File: config.mk
export PLATFORM = sky130hd
export DESIGN_NAME = tdp_divider
export DESIGN_NICKNAME = d
export VERILOG_FILES = /design/src/rtl/core/tdp_pkg.sv /design/src/rtl/core/tdp_divider.sv
export SDC_FILE = /design/constraint.sdc
export NUM_CORES = 1
export LEC_CHECK = 0
export BUFFER_PORTS_ARGS = -buffer_cell sky130_fd_sc_hd__buf_2
export CORE_MARGIN = 8
export CORE_UTILIZATION = 30
export DETAILED_ROUTE_END_ITERATION = 8
export PLACE_DENSITY_LB_ADDON = 0.15
export SYNTH_ARGS = -nofsm -noshare
export SYNTH_HDL_FRONTEND = slang
export SYNTH_SLANG_ARGS = --single-unit
File: constraint.sdc
create_clock -name clk -period 3.2 [get_ports clk]
set_input_delay 0.32 -clock clk [delete_from_list [all_inputs] [get_ports clk]]
set_output_delay 0.32 -clock clk [all_outputs]
set_load 0.1 [all_outputs]
File: src/rtl/core/tdp_pkg.sv
// Shared constants and types for the trial-division prime test.
package tdp_pkg;

  localparam int VALUE_BITS = 32;
  localparam int CNT_W      = (VALUE_BITS > 1) ? $clog2(VALUE_BITS) : 1;

  typedef logic [VALUE_BITS-1:0] value_t;
  typedef logic [CNT_W-1:0]      cnt_t;

  localparam value_t FIRST_DIVISOR = value_t'(3);
  localparam value_t DIVISOR_STEP  = value_t'(2);
  localparam value_t SMALLEST_PRIME = value_t'(2);

endpackage

File: src/rtl/core/tdp_divider.sv
// Radix-2 restoring divider that yields one quotient bit per cycle.
module tdp_divider
  import tdp_pkg::*;
(
  input  logic   clk,
  input  logic   rst_n,
  input  logic   start,
  input  value_t dividend,
  input  value_t divisor,
  output logic   done,
  output value_t quotient,
  output value_t remainder
);

  logic   busy_r, busy_nxt;
  logic   done_r, done_nxt;
  cnt_t   cnt_r, cnt_nxt;
  value_t quo_r, quo_nxt;
  value_t rem_r, rem_nxt;
  value_t den_r, den_nxt;

  logic [VALUE_BITS:0] rem_shift;
  logic [VALUE_BITS:0] rem_diff;
  logic                fits;

  // The dividend shifts out of the top of quo_r while quotient bits shift in below.
  assign rem_shift = {rem_r, quo_r[VALUE_BITS-1]};
  assign rem_diff  = rem_shift - {1'b0, den_r};
  assign fits      = (rem_shift >= {1'b0, den_r});

  always_comb begin
    busy_nxt = busy_r;
    done_nxt = 1'b0;
    cnt_nxt  = cnt_r;
    quo_nxt  = quo_r;
    rem_nxt  = rem_r;
    den_nxt  = den_r;
    if (start) begin
      busy_nxt = 1'b1;
      cnt_nxt  = '0;
      quo_nxt  = dividend;
      rem_nxt  = '0;
      den_nxt  = divisor;
    end else if (busy_r) begin
      quo_nxt = {quo_r[VALUE_BITS-2:0], fits};
      rem_nxt = fits ? rem_diff[VALUE_BITS-1:0] : rem_shift[VALUE_BITS-1:0];
      cnt_nxt = cnt_r + cnt_t'(1);
      if (cnt_r == cnt_t'(VALUE_BITS - 1)) begin
        busy_nxt = 1'b0;
        done_nxt = 1'b1;
      end
    end
  end

  always_ff @(posedge clk) begin
    if (!rst_n) begin
      busy_r <= 1'b0;
      done_r <= 1'b0;
      cnt_r  <= '0;
    end else begin
      busy_r <= busy_nxt;
      done_r <= done_nxt;
      cnt_r  <= cnt_nxt;
    end
  end

  always_ff @(posedge clk) begin
    quo_r <= quo_nxt;
    rem_r <= rem_nxt;
    den_r <= den_nxt;
  end

  assign done      = done_r;
  assign quotient  = quo_r;
  assign remainder = rem_r;

endmodule

==> out/results.md <==
| Metric | This run | Unit |
|:---|:---|:---|
| Final period util | 93.2 | % |
| Setup repair after global routing missed its margin | no | - |
| Maximum clock frequency | 0.335 | GHz |
| Master of the slowest instance on the critical path | sky130_fd_sc_hd__ha_1 | - |
| Placed Instance Area | 6900 | µm² |
| Final sum of negative setup slack | 0 | ps |
| Distinct cell type count after synthesis | 59 | - |
| Total number of vias | 4831 | - |
| Cell at the root of the clock tree | sky130_fd_sc_hd__clkbuf_16 | - |
| Type of the tightest min-delay check | in2reg | - |
| Pwr dens | 541 | nW/µm² |
| Maximum vdd drop | 0.000293 | V |
| Fin. max-slew vios | 0 | - |
| Synthesis Warnings | 0 | - |
| First-pass GRT wire length | 25.5 | mm |
| Worst Hold Margin | 128 | ps |
| Core area | 19500 | µm² |
| Library cell appearing most often on the critical path | sky130_fd_sc_hd__a211oi_2 | - |
| Clk pin slew, worst setup/hold paths | 90 | ps |
| Routed length per placed instance | 16.3 | µm |
| Vert. Die Dim | 157 | µm |
| TritonCTS clock tree | yes | - |
| Post-Syn Nets | 685 | - |
| Time the final worst path needs with I/O delays and setup | 2980 | ps |
| Clock latency reported for the late side of the worst-skew pair | 360 | ps |
| Worst EP required | 3480 | ps |
| Setup slack of the critical path after layout | 217 | ps |
| Pin count of the biggest net entering global routing | 33 | - |
| Cell count after synthesis | 583 | - |
| Predominant post-synthesis flop cell | sky130_fd_sc_hd__edfxtp_1 | - |
| CTS buffer count | 9 | - |
| Total of endpoints with negative setup slack in the final report | 0 | - |
| Number of antenna violations at the first check in global routing | 2 | - |
| Average size of a mapped cell | 10.2 | µm² |
| Core Rows | 51 | - |
| Overall global routing resource usage | 13.0 | % |
| I/O pins | 132 | - |
| Number of max-capacitance violations reported | 0 | - |
| Sink Count | 103 | - |
| Count of input and output buffers | 131 | - |
| Final net count | 817 | - |
| Critical path type | reg2reg | - |
| Final weighted congestion of routability-driven global placement | 0.887 | - |
| Data arrival time of the worst path | 3260 | ps |
| Final hold violations | 0 | - |
| Post-synth EDFFs | 64 | - |
| Headroom to the max-slew limit | 61.6 | % |
| Number of resized instances in the post-cts repair step | 0 | - |
| Async set or reset register ratio after synthesis | 0 | % |
| Area grow syn2layout | 22.0 | % |
| Overflow left after global routing | 0 | - |
| Skew final | 13.5 | ps |
| Die area | 24600 | µm² |
| Combined area of the multi-input logic cells | 2930 | µm² |
| Kind of launch point of the worst setup path | flip-flop | - |
| Total routed wirelength | 16.1 | mm |
| Sort of element at the end of the critical path | flip-flop | - |
| Count of inserted antenna diode cells | 0 | - |
| Fraction of the yosys area taken by sequential cells | 45.4 | % |
| # fillers | 1997 | - |
| Fraction of final layout cells sized beyond drive strength 1 | 30.1 | % |
| Series of cell instances along the critical path | ha_1, a21oi_2, o21ai_1, a21o_1, a221o_1, a211oi_2, o211ai_4, buf_4, mux2_4, a211oi_2 | - |
| Static Leakage | 3.12 | nW |
| Area of the mapped netlist | 5950 | µm² |
| CP max FO | 13 | - |
| Post-route cell area | 7260 | µm² |
| Hold buffers post-CTS | 0 | - |
| Setup repair bufs after CTS | 0 | - |
| Clock tree buffer depth | 2 | - |
| Longest individual stage delay on the worst path | 450 | ps |
| Total DRC errors in the routed layout | 0 | - |
| Post-DP HPWL | 12.3 | mm |
| Count of nets left with antenna violations after detail routing | 0 | - |
| FF/Latch Area | 2710 | µm² |
| #FFs+latches synth | 103 | - |
| Number of violations reported at the end of detailed-routing iteration 0 | 327 | - |
| Vias in the first global route | 4910 | - |
| Post-Place Setup Slack | 135 | ps |
| Result of the run | complete, no violations | - |
| DRT Pass-1 Iters | 6 | - |
| Slew of the pin with the lowest slew margin | 570 | ps |
| Deepest level of the CTS H-tree | 3 | - |
| X dimension of the die | 157 | µm |
| Average vias per placed instance | 4.90 | - |
| Initial Util | 30.6 | % |
metrics by stage:
stage / instances / total power, W / utilization (%)
2_1_floorplan: 583 / 0.00254 / -
3_3_place_gp: 964 / 0.00279 / 35.5
3_5_place_dp: 964 / 0.00279 / 35.5
4_1_cts: 980 / 0.00398 / 37.1
5_1_grt: 985 / 0.00411 / 37.3
6_report: 985 / 0.00392 / 37.3
final cells by class:
type | count | area share [%]
clock buffer | 9 | 3.10
clock inverter | 7 | 1.29
inverter | 43 | 2.22
multi-input combinational | 407 | 40.3
sequential | 103 | 37.3
tap | 265 | 4.57
timing repair buffer | 151 | 11.1
per-layer routing:
| layer | vias up | track usage [%] | wire [µm] | share of wire [%] |
|---|---|---|---|---|
| met4 | 4 | 3.71 | 253 | 1.6 |
| li1 | 2396 | - | - | - |
| met5 | - | 0 | 18 | 0.11 |
| met1 | 2251 | 16.2 | 7350 | 46 |
| met2 | 159 | 20.9 | 7340 | 46 |
| met3 | 21 | 4.52 | 1140 | 7.1 |
critical path, delay by kind of cell (launching register included):
kind / cells / cell delay (ps)
AO/OA/AOI/OAI: 7 / 1570
adder cells (fa/ha/maj): 1 / 450
buffers and inverters: 1 / 210
flip-flops: 1 / 360
multiplexers: 1 / 300
cell usage after synthesis, types with 5 or more instances:
master,count,share of area (%)
sky130_fd_sc_hd__inv_1,43,2.7
sky130_fd_sc_hd__nand3_1,11,0.93
sky130_fd_sc_hd__nand2_1,39,2.5
sky130_fd_sc_hd__buf_2,5,0.42
sky130_fd_sc_hd__xnor2_1,12,1.8
sky130_fd_sc_hd__o21a_1,8,1.0
sky130_fd_sc_hd__mux2i_1,19,3.2
sky130_fd_sc_hd__nor2b_1,7,0.74
sky130_fd_sc_hd__edfxtp_1,64,32
sky130_fd_sc_hd__nor3_1,8,0.67
sky130_fd_sc_hd__clkbuf_1,18,1.1
sky130_fd_sc_hd__nor2_1,52,3.3
sky130_fd_sc_hd__a21oi_1,36,3.0
sky130_fd_sc_hd__dfxtp_1,39,13
sky130_fd_sc_hd__mux2_2,32,6.1
sky130_fd_sc_hd__o21ai_0,19,1.6
sky130_fd_sc_hd__nand4_1,6,0.63
sky130_fd_sc_hd__a31oi_1,9,0.95
sky130_fd_sc_hd__xor2_1,18,2.7
sky130_fd_sc_hd__ha_1,34,7.2
sky130_fd_sc_hd__a211oi_1,17,2.1
sky130_fd_sc_hd__a21o_1,14,1.8
power by group:
group          switching [W]  internal, W  total, W
logic               0.000862     0.000315   0.00118
clock network       0.000595     0.000571   0.00117
registers          0.0000551      0.00152   0.00158
total                0.00151      0.00241   0.00392
cell families after synthesis:
family	after synthesis	synth area share [%]
xor+xnor	30	4.42
flops	103	45.4
fa+ha+maj	35	7.49
mux	52	9.51
buf+inv	73	5.62
compound gates	146	16.5
simple gates	144	11.0
path summary, 6_finish.rpt:
check	to	start	slack (ps)	depth (start not counted)
max reg2reg	remainder[0]$_SDFFE_PP0P_	remainder[27]$_SDFFE_PP0P_	220	10
min reg2reg	remainder[11]$_SDFFE_PP0P_	remainder[11]$_SDFFE_PP0P_	510	2
max	remainder[0]$_SDFFE_PP0P_	remainder[27]$_SDFFE_PP0P_	220	10
min	den_r[22]$_DFFE_PP_	divisor[22]	130	1
state kept, by name, summed over array words and instances, names as in the netlist:
| name | cells |
|---|---|
| den_r | 32 |
| quotient | 32 |
| remainder | 32 |
| cnt_r | 5 |
| busy_r | 1 |
| done | 1 |
layout by cell type (no fill, tap or decap), types with 9 or more instances in the layout:
master	n
sky130_fd_sc_hd__mux2_2	32
sky130_fd_sc_hd__ha_1	33
sky130_fd_sc_hd__xor2_1	18
sky130_fd_sc_hd__nand2_1	39
sky130_fd_sc_hd__edfxtp_1	64
sky130_fd_sc_hd__o21ai_0	19
sky130_fd_sc_hd__a31oi_1	9
sky130_fd_sc_hd__inv_1	43
sky130_fd_sc_hd__buf_2	130
sky130_fd_sc_hd__a21oi_1	36
sky130_fd_sc_hd__clkbuf_16	9
sky130_fd_sc_hd__nand3_1	11
sky130_fd_sc_hd__buf_4	21
sky130_fd_sc_hd__mux2i_1	19
sky130_fd_sc_hd__dfxtp_1	34
sky130_fd_sc_hd__a21o_1	14
sky130_fd_sc_hd__nor2_1	52
sky130_fd_sc_hd__a211oi_1	17
sky130_fd_sc_hd__xnor2_1	12
Power figures use the tool's default switching activity.
